File: src/rtl/srr_pkg.sv
`timescale 1ns / 1ps
`default_nettype none

package srr_pkg;

	// Fixed field widths of the channels
	localparam int SEQ_W  = 3;
	localparam int DATA_W = 64;

	// Result kinds
	localparam logic KIND_DATA = 1'b0;
	localparam logic KIND_ACK  = 1'b1;

	// Sequencer states
	typedef enum logic [1:0] {
		S_IDLE,
		S_DELIVER,
		S_ACK
	} state_t;

	// Per-cell control from the sequencer
	typedef struct packed {
		logic wr_en;
		logic shift;
	} cell_ctrl_t;

endpackage

`default_nettype wire

File: src/rtl/srr_in_if.sv
`timescale 1ns / 1ps
`default_nettype none

interface srr_in_if;
	logic                       valid;
	logic                       ready;
	logic [srr_pkg::SEQ_W-1:0]  seq_num;
	logic                       checksum_ok;
	logic [srr_pkg::DATA_W-1:0] payload;

	modport source (output valid, seq_num, checksum_ok, payload, input ready);
	modport sink (input valid, seq_num, checksum_ok, payload, output ready);
endinterface

`default_nettype wire

File: src/rtl/srr_out_if.sv
`timescale 1ns / 1ps
`default_nettype none

interface srr_out_if;
	logic                       valid;
	logic                       ready;
	logic                       kind;
	logic [srr_pkg::DATA_W-1:0] data_out;
	logic [srr_pkg::SEQ_W-1:0]  ack_num;
	logic                       last;

	modport source (output valid, kind, data_out, ack_num, last, input ready);
	modport sink (input valid, kind, data_out, ack_num, last, output ready);
endinterface

`default_nettype wire

File: src/rtl/srr_cell.sv
`timescale 1ns / 1ps
`default_nettype none

// One reorder slot: holds a payload and its valid mark, takes a write from
// the input side or the contents of its upper neighbor when the row slides.
module srr_cell #(
	parameter int DATA_W = 64
) (
	input  wire logic              clk,
	input  wire logic              arst_n,
	input  wire srr_pkg::cell_ctrl_t ctrl,
	input  wire logic [DATA_W-1:0] wr_data,
	input  wire logic [DATA_W-1:0] nb_data,
	input  wire logic              nb_valid,
	output logic      [DATA_W-1:0] data,
	output logic                   valid
);

	logic [DATA_W-1:0] data_q;
	logic              valid_q;

	// Valid mark
	always_ff @(posedge clk or negedge arst_n) begin
		if (!arst_n) begin
			valid_q <= 1'b0;
		end else if (ctrl.wr_en) begin
			valid_q <= 1'b1;
		end else if (ctrl.shift) begin
			valid_q <= nb_valid;
		end
	end

	// Payload storage, no reset
	always_ff @(posedge clk) begin
		if (ctrl.wr_en) begin
			data_q <= wr_data;
		end else if (ctrl.shift) begin
			data_q <= nb_data;
		end
	end

	assign data  = data_q;
	assign valid = valid_q;

endmodule

`default_nettype wire

File: src/rtl/selective_repeat_receiver.sv
// A packet at the window base is accepted in S_IDLE; S_DELIVER then
// delivers each payload from the base slot with one slide of the cell row
// and goes to S_ACK once that slot is empty, where the ack is loaded. Any
// other good packet goes straight to S_ACK, a corrupt one is dropped with
// no ack. Packets are taken only in S_IDLE; a stalled output holds each load.
// Reset (arst_n, async, active low): state, base, valid marks, output valid.
`timescale 1ns / 1ps
`default_nettype none

module selective_repeat_receiver #(
	parameter int WINDOW       = 4,
	parameter int SEQ_SPACE    = 8,
	parameter int PAYLOAD_BITS = 64
) (
	input wire logic   clk,
	input wire logic   arst_n,
	srr_in_if.sink     rx,
	srr_out_if.source  tx
);

	localparam int BW  = (SEQ_SPACE > 2) ? $clog2(SEQ_SPACE) : 1;
	localparam int IW  = (WINDOW > 1) ? $clog2(WINDOW) : 1;
	localparam int MW0 = (BW > srr_pkg::SEQ_W) ? BW : srr_pkg::SEQ_W;
	localparam int MW1 = ($clog2(WINDOW + 1) > MW0) ? $clog2(WINDOW + 1) : MW0;
	localparam int OW  = MW1 + 2;

	localparam logic signed [OW-1:0] NEG_WIN = OW'(-WINDOW);
	localparam logic signed [OW-1:0] WIN_S   = OW'(WINDOW);
	localparam logic signed [OW-1:0] SS_S    = OW'(SEQ_SPACE);
	localparam logic [BW-1:0]        BASE_TOP = BW'(SEQ_SPACE - 1);

	srr_pkg::state_t state_q, state_d;
	logic [BW-1:0]                 base_q;
	logic [srr_pkg::SEQ_W-1:0]     seq_q;

	logic [PAYLOAD_BITS-1:0]       cell_data  [WINDOW];
	logic                          cell_valid [WINDOW];
	srr_pkg::cell_ctrl_t           ctrl       [WINDOW];

	logic signed [OW-1:0]          off_raw, off_w;
	logic                          in_win;
	logic [IW-1:0]                 widx;
	logic                          good;
	logic                          out_free;

	logic                          rx_ready;
	logic                          load, shift, base_inc;
	logic                          ld_kind, ld_last;
	logic [srr_pkg::DATA_W-1:0]    ld_data;
	logic [srr_pkg::SEQ_W-1:0]     ld_ack;

	logic                          out_valid_q, kind_q, last_q;
	logic [srr_pkg::DATA_W-1:0]    data_q;
	logic [srr_pkg::SEQ_W-1:0]     ack_q;

	// Offset of the arriving packet from the window base
	always_comb begin
		off_raw = $signed(OW'(rx.seq_num)) - $signed(OW'(base_q));
		off_w   = (off_raw < NEG_WIN) ? (off_raw + SS_S) : off_raw;
		in_win  = (off_w >= 0) && (off_w < WIN_S);
		widx    = off_w[IW-1:0];
	end

	assign good     = rx.valid && rx_ready && rx.checksum_ok;
	assign out_free = !out_valid_q || tx.ready;

	// Row of reorder cells; the top cell takes an empty slot on a slide
	for (genvar i = 0; i < WINDOW; i++) begin : g_cell
		assign ctrl[i].wr_en = good && in_win && (widx == IW'(i));
		assign ctrl[i].shift = shift;

		if (i < WINDOW - 1) begin : g_mid
			srr_cell #(.DATA_W(PAYLOAD_BITS)) u_cell (
				.clk      (clk),
				.arst_n   (arst_n),
				.ctrl     (ctrl[i]),
				.wr_data  (rx.payload[PAYLOAD_BITS-1:0]),
				.nb_data  (cell_data[i+1]),
				.nb_valid (cell_valid[i+1]),
				.data     (cell_data[i]),
				.valid    (cell_valid[i])
			);
		end else begin : g_top
			srr_cell #(.DATA_W(PAYLOAD_BITS)) u_cell (
				.clk      (clk),
				.arst_n   (arst_n),
				.ctrl     (ctrl[i]),
				.wr_data  (rx.payload[PAYLOAD_BITS-1:0]),
				.nb_data  (cell_data[i]),
				.nb_valid (1'b0),
				.data     (cell_data[i]),
				.valid    (cell_valid[i])
			);
		end
	end

	// Sequencer state register
	always_ff @(posedge clk or negedge arst_n) begin
		if (!arst_n) begin
			state_q <= srr_pkg::S_IDLE;
		end else begin
			state_q <= state_d;
		end
	end

	// Next state, delivery and ack loading
	always_comb begin
		state_d  = state_q;
		rx_ready = 1'b0;
		load     = 1'b0;
		shift    = 1'b0;
		base_inc = 1'b0;
		ld_kind  = srr_pkg::KIND_DATA;
		ld_data  = srr_pkg::DATA_W'(cell_data[0]);
		ld_ack   = '0;
		ld_last  = 1'b0;
		case (state_q)
			srr_pkg::S_IDLE: begin
				rx_ready = 1'b1;
				if (rx.valid && rx.checksum_ok) begin
					if (in_win && (off_w == '0)) begin
						state_d = srr_pkg::S_DELIVER;
					end else begin
						state_d = srr_pkg::S_ACK;
					end
				end
			end
			srr_pkg::S_DELIVER: begin
				if (!cell_valid[0]) begin
					state_d = srr_pkg::S_ACK;
				end else if (out_free) begin
					load     = 1'b1;
					shift    = 1'b1;
					base_inc = 1'b1;
				end
			end
			srr_pkg::S_ACK: begin
				if (out_free) begin
					load    = 1'b1;
					ld_kind = srr_pkg::KIND_ACK;
					ld_data = '0;
					ld_ack  = seq_q;
					ld_last = 1'b1;
					state_d = srr_pkg::S_IDLE;
				end
			end
			default: begin
				state_d = srr_pkg::S_IDLE;
			end
		endcase
	end

	assign rx.ready = rx_ready;

	// Window base and captured sequence number
	always_ff @(posedge clk or negedge arst_n) begin
		if (!arst_n) begin
			base_q <= '0;
		end else if (base_inc) begin
			base_q <= (base_q == BASE_TOP) ? '0 : base_q + 1'b1;
		end
	end

	always_ff @(posedge clk) begin
		if (good) begin
			seq_q <= rx.seq_num;
		end
	end

	// Output register
	always_ff @(posedge clk or negedge arst_n) begin
		if (!arst_n) begin
			out_valid_q <= 1'b0;
		end else if (load) begin
			out_valid_q <= 1'b1;
		end else if (tx.ready) begin
			out_valid_q <= 1'b0;
		end
	end

	always_ff @(posedge clk) begin
		if (load) begin
			kind_q <= ld_kind;
			data_q <= ld_data;
			ack_q  <= ld_ack;
			last_q <= ld_last;
		end
	end

	assign tx.valid    = out_valid_q;
	assign tx.kind     = kind_q;
	assign tx.data_out = data_q;
	assign tx.ack_num  = ack_q;
	assign tx.last     = last_q;

	// Only the ack closes a packet's results
	a_last_is_ack: assert property (@(posedge clk) disable iff (!arst_n)
		tx.valid |-> (tx.last == tx.kind))
		else $error("last flag on a non-ack result");

	// A delivery is loaded only from a valid base slot
	a_deliver_valid: assert property (@(posedge clk) disable iff (!arst_n)
		(load && (ld_kind == srr_pkg::KIND_DATA)) |-> cell_valid[0])
		else $error("delivery from an empty slot");

	// Between packets the base slot is always empty
	a_idle_base_empty: assert property (@(posedge clk) disable iff (!arst_n)
		(state_q == srr_pkg::S_IDLE) |-> !cell_valid[0])
		else $error("base slot still valid while idle");

	// The base moves only during a delivery run
	a_base_moves: assert property (@(posedge clk) disable iff (!arst_n)
		!$stable(base_q) |-> $past(state_q == srr_pkg::S_DELIVER))
		else $error("base changed outside delivery");

endmodule

`default_nettype wire
File: src/flat_wrapper.sv
// flat-port wrapper written by rule: the top's interface ports become plain ports
module selective_repeat_receiver_flat 
#(
	parameter int WINDOW       = 4,
	parameter int SEQ_SPACE    = 8,
	parameter int PAYLOAD_BITS = 64
)
  (clk, arst_n, rx_valid, rx_seq_num, rx_checksum_ok, rx_payload, rx_ready, tx_valid, tx_kind, tx_data_out, tx_ack_num, tx_last, tx_ready);
  srr_in_if rx_i ();
  srr_out_if tx_i ();
  input wire logic clk;
  input wire logic arst_n;
  input wire logic [$bits(rx_i.valid)-1:0] rx_valid;
  input wire logic [$bits(rx_i.seq_num)-1:0] rx_seq_num;
  input wire logic [$bits(rx_i.checksum_ok)-1:0] rx_checksum_ok;
  input wire logic [$bits(rx_i.payload)-1:0] rx_payload;
  output wire logic [$bits(rx_i.ready)-1:0] rx_ready;
  output wire logic [$bits(tx_i.valid)-1:0] tx_valid;
  output wire logic [$bits(tx_i.kind)-1:0] tx_kind;
  output wire logic [$bits(tx_i.data_out)-1:0] tx_data_out;
  output wire logic [$bits(tx_i.ack_num)-1:0] tx_ack_num;
  output wire logic [$bits(tx_i.last)-1:0] tx_last;
  input wire logic [$bits(tx_i.ready)-1:0] tx_ready;
  assign rx_i.valid = rx_valid;
  assign rx_i.seq_num = rx_seq_num;
  assign rx_i.checksum_ok = rx_checksum_ok;
  assign rx_i.payload = rx_payload;
  assign rx_ready = rx_i.ready;
  assign tx_valid = tx_i.valid;
  assign tx_kind = tx_i.kind;
  assign tx_data_out = tx_i.data_out;
  assign tx_ack_num = tx_i.ack_num;
  assign tx_last = tx_i.last;
  assign tx_i.ready = tx_ready;
  selective_repeat_receiver #(.WINDOW(WINDOW), .SEQ_SPACE(SEQ_SPACE), .PAYLOAD_BITS(PAYLOAD_BITS)) u_core (.clk(clk), .arst_n(arst_n), .rx(rx_i), .tx(tx_i));
endmodule
File: config.mk
export PLATFORM = sky130hd
export DESIGN_NAME = selective_repeat_receiver_flat
export DESIGN_NICKNAME = d
export VERILOG_FILES = /design/src/rtl/srr_pkg.sv /design/src/rtl/srr_in_if.sv /design/src/rtl/srr_out_if.sv /design/src/rtl/srr_cell.sv /design/src/rtl/selective_repeat_receiver.sv /design/src/flat_wrapper.sv
export SDC_FILE = /design/constraint.sdc
export NUM_CORES = 1
export LEC_CHECK = 0
export BUFFER_PORTS_ARGS = -buffer_cell sky130_fd_sc_hd__buf_4
export CAP_MARGIN = 25
export CORE_ASPECT_RATIO = 1.4
export CORE_MARGIN = 5
export CORE_UTILIZATION = 41
export DETAILED_ROUTE_END_ITERATION = 8
export HOLD_SLACK_MARGIN = 0.06
export SETUP_SLACK_MARGIN = 0.4
export SYNTH_ARGS = -nofsm -noshare
export SYNTH_HDL_FRONTEND = slang
export SYNTH_SLANG_ARGS = --single-unit
File: constraint.sdc
create_clock -name clk -period 11.6 [get_ports clk]
set_input_delay 2.32 -clock clk [delete_from_list [all_inputs] [get_ports clk]]
set_output_delay 2.32 -clock clk [all_outputs]
set_load 0.02 [all_outputs]
==> results.md <==
- Drt total wl: 23900 um
- Die Span Y: 223 um
- Total negative setup slack: 0 ps
- Commonest non-fill, non-tap cell in the layout: edfxtp_1
- Final Setup Violations: 0
- Fin Hold WS: 482 ps
- Final worst slack: 6800 ps
- Unrepaired setup endpoints after global routing: false
- Least-Margin Pin Slew: 1010 ps
- Residual overflow from global routing: 0
- Post-synthesis mux area share: 16.7%
- CTS Sinks: 337
- Area grow syn2layout: 19.4%
- Routed len/inst: 19.1 um
- Via count: 6239
- Synth unique cells: 30
- XOR/XNOR share of the synthesized area: 0.132%
- Synth Warn #: 0
- # IOs: 143
- Commonest cells after routing, fill and taps aside: edfxtp_1 (327), buf_4 (148), mux2_1 (103)
- Startpoint Class: input port
- Placed Cells: 1194
- Delay of the slowest critical-path stage: 790 ps
- Die Wd: 162 um
- PD cells: 202 nW/um2
- Clock Power Share: 32.8%
- Area of the multi-input gates: 2970 um2
- Worst hold path class: reg -> reg
- Gp weighted congestion: 0.703
- DP Worst Slack: 6010 ps
- Final hold viol count: 0
- Detail Placement HPWL: 13100 um
- Postcts setup bufs: 0
- CP dominant cell by count: buf_4
- CP Capture Type: register
- FF+latch area: 10100 um2
- CP top delay family: buffers and inverters
- H-tree depth: 2
- Placed Area: 14700 um2
- Max-slew violation count: 0
- Synth Cell Area: 13200 um2
- Root Driver: clkbuf_16
- CTS buffer count: 34
- Clock Skew: 14.2 ps
- Clock buffer depth: 3
- Initial antenna violation count: 0
- Main combinational cell family by area after synthesis: multiplexers
- Min Tclk post-route: 4800 ps
- Critical-path cell list: buf_4 -> inv_1 -> ha_1 -> fa_1 -> xor2_1 -> nand4b_1 -> buf_4 -> nand2_4 -> buf_16
- Reg2Reg Launch Point: u_core.base_q[0]$_DFFE_PN0P_
- Worst-Skew Late Latency: 510 ps
- Hold path cells: 1
- Syn_area_per_cell: 19.4 um2
- NetSw: 0.823 mW
- Switch share: 25.8%
- R2R depth: 7
- End of the worst register-to-register path: u_core.g_cell[1].g_mid.u_cell.data[7]$_DFFE_PP_
- Core region area: 31700 um2
- Post-synthesis simple-gate area fraction: 4.04%
- Final worst-path cycle share: 41.3%
- Critical path required time: 11830 ps
- Syn Nets: 762
- Flop pwr share: 49.6%
- Layout Nets: 918
- TritonRoute pass-1 iters: 4
- Max-cap violations: 0
- Worst slew margin: 32.9%
- Yosys reg bits: 337
- Clock transition at path regs: 60 ps
- CTS tree: done
- Die Footprint: 36000 um2
- Fraction of the mapped netlist area in compound gates: 0.510%
- Final antenna-violating net count: 0
- WP buf/inv: 4
- First-pass GRT wire length: 37500 um
- Cts repair resizes: 0
- Reg2reg setup slack: 8330 ps
- Adder and majority gate portion of the synthesized area: 0.813%
- Layout cells sized above 1: 34.0%
- Buffers on Ports: 142
- Leakage power: 5.57 nW
- Cts hold-fix bufs: 0
- Fin area: 15800 um2
- Worst Setup Path Type: in -> reg
- Std cell rows: 77
- Hold path endpoint: u_core.g_cell[3].g_top.u_cell.valid$_DFFE_PN0P_
- Worst-path fanout max: 66
- Internal: 2.36 mW
- Detailed-route DRC error count: 0
- Arr. time, crit path: 5020 ps
- Vias in the first global route: 6518
- Sequential fraction of the synthesis area: 76.1%
- FILL cells: 2616
- Initial Util: 41.8%
- GRT Total Usage: 13.4%
- Hold Startpoint: u_core.g_cell[3].g_top.u_cell.valid$_DFFE_PN0P_
- Post-Syn Instances: 682
- Peak Freq: 209 MHz
- DR iter-0 viols: 279
- Drt via density: 4.97
- Final std cells w/o fill: 1256
- Peak supply drop: 0.158 mV
- Worst path slowest cell: buf_4
- Largest net degree at the start of global routing: 69
- Status: completed
- Comb pwr share: 17.6%
through the flow:
step / power (mW) / util (%)
after detailed placement: 2.18 / 46.3
final: 3.19 / 49.8
after CTS: 3.24 / 49.6
after global routing: 3.34 / 49.8
after floorplan: 1.94 / -
after global placement: 2.17 / 46.3
cells by family after synthesis:
kind of cell,after synthesis
XOR/XNOR,2
adder cells (fa/ha/maj),8
flip-flops,337
buffers and inverters,40
AND/OR/NAND/NOR,90
multiplexers,196
AO/OA/AOI/OAI,9
final cells by class:
type | count | area share [%]
Clock buffer | 43 | 5.80
Clock inverter | 15 | 0.784
Multi-Input combinational cell | 305 | 18.8
Timing Repair Buffer | 151 | 7.55
Sequential cell | 337 | 63.7
Inverter | 9 | 0.222
Tap cell | 395 | 3.13
Antenna cell | 1 | 0.0158
routing by layer:
metal | track usage, % | up-vias | part of all wire, %
li1 | - | 2928 | -
met1 | 17.6 | 3150 | 44
met2 | 22.1 | 126 | 49
met3 | 2.89 | 35 | 4.7
met4 | 4.29 | 0 | 2.0
met5 | 0 | - | 0
how the worst max path moves through the flow:
stage	cells past startpoint	slack [ps]	endpoint	startpoint
finish	9	6800	u_core.g_cell[1].g_mid.u_cell.data[7]$_DFFE_PP_	rx_seq_num[0]
global route	9	6600	u_core.g_cell[1].g_mid.u_cell.data[28]$_DFFE_PP_	rx_seq_num[0]
CTS	8	6530	u_core.g_cell[1].g_mid.u_cell.data[27]$_DFFE_PP_	rx_seq_num[0]
detailed placement	8	6010	u_core.g_cell[2].g_mid.u_cell.data[9]$_DFFE_PP_	rx_seq_num[0]
global placement	8	6030	u_core.g_cell[1].g_mid.u_cell.data[7]$_DFFE_PP_	rx_seq_num[0]
floorplan	4	1640	u_core.g_cell[3].g_top.u_cell.data[0]$_DFFE_PP_	rx_seq_num[0]
flip-flops by register name, indices dropped and copies added, names as in the netlist:
| name | cells |
|---|---|
| u_core.g_cell.g_top.u_cell.data | 64 |
| u_core.tx.data_out | 64 |
| u_core.tx.valid | 1 |
| u_core.state_q | 2 |
| u_core.tx.ack_num | 3 |
| u_core.g_cell.g_top.u_cell.valid | 1 |
| u_core.tx.kind | 1 |
| u_core.base_q | 3 |
| u_core.seq_q | 3 |
| u_core.g_cell.g_mid.u_cell.valid | 3 |
| u_core.g_cell.g_mid.u_cell.data | 192 |
cell usage after synthesis:
cell	number	area (um2)
o21ai_0	2	10.0
mux2_2	93	1050
a21o_1	2	15.0
nand2_1	9	33.8
nand4_1	1	6.26
nor2_1	2	7.51
edfxtp_1	327	9820
nor2b_1	1	6.26
buf_6	7	78.8
xnor2_1	1	8.76
fa_1	1	20.0
dfrtp_1	10	250
o31ai_1	1	7.51
a41oi_1	1	8.76
nor4_1	1	6.26
and2_1	65	407
buf_2	11	55.1
xor2_1	1	8.76
clkbuf_1	9	33.8
nand3_1	5	25.0
o211ai_1	1	7.51
o2bb2ai_1	1	8.76
a221o_1	1	10.0
ha_1	7	87.6
nand2b_1	1	6.26
inv_1	9	33.8
buf_4	4	30.0
nand4b_1	2	17.5
mux2_1	103	1160
and3_1	3	18.8
power groups by stage:
stage / clock network, mW / registers (mW) / logic, mW
CTS: 1.08 / 1.59 / 0.573
floorplan: 0 / 1.72 / 0.221
global placement: 0 / 1.61 / 0.565
global route: 1.13 / 1.60 / 0.612
detailed placement: 0 / 1.61 / 0.571
finish: 1.04 / 1.58 / 0.561
Power figures use the tool's default switching activity.
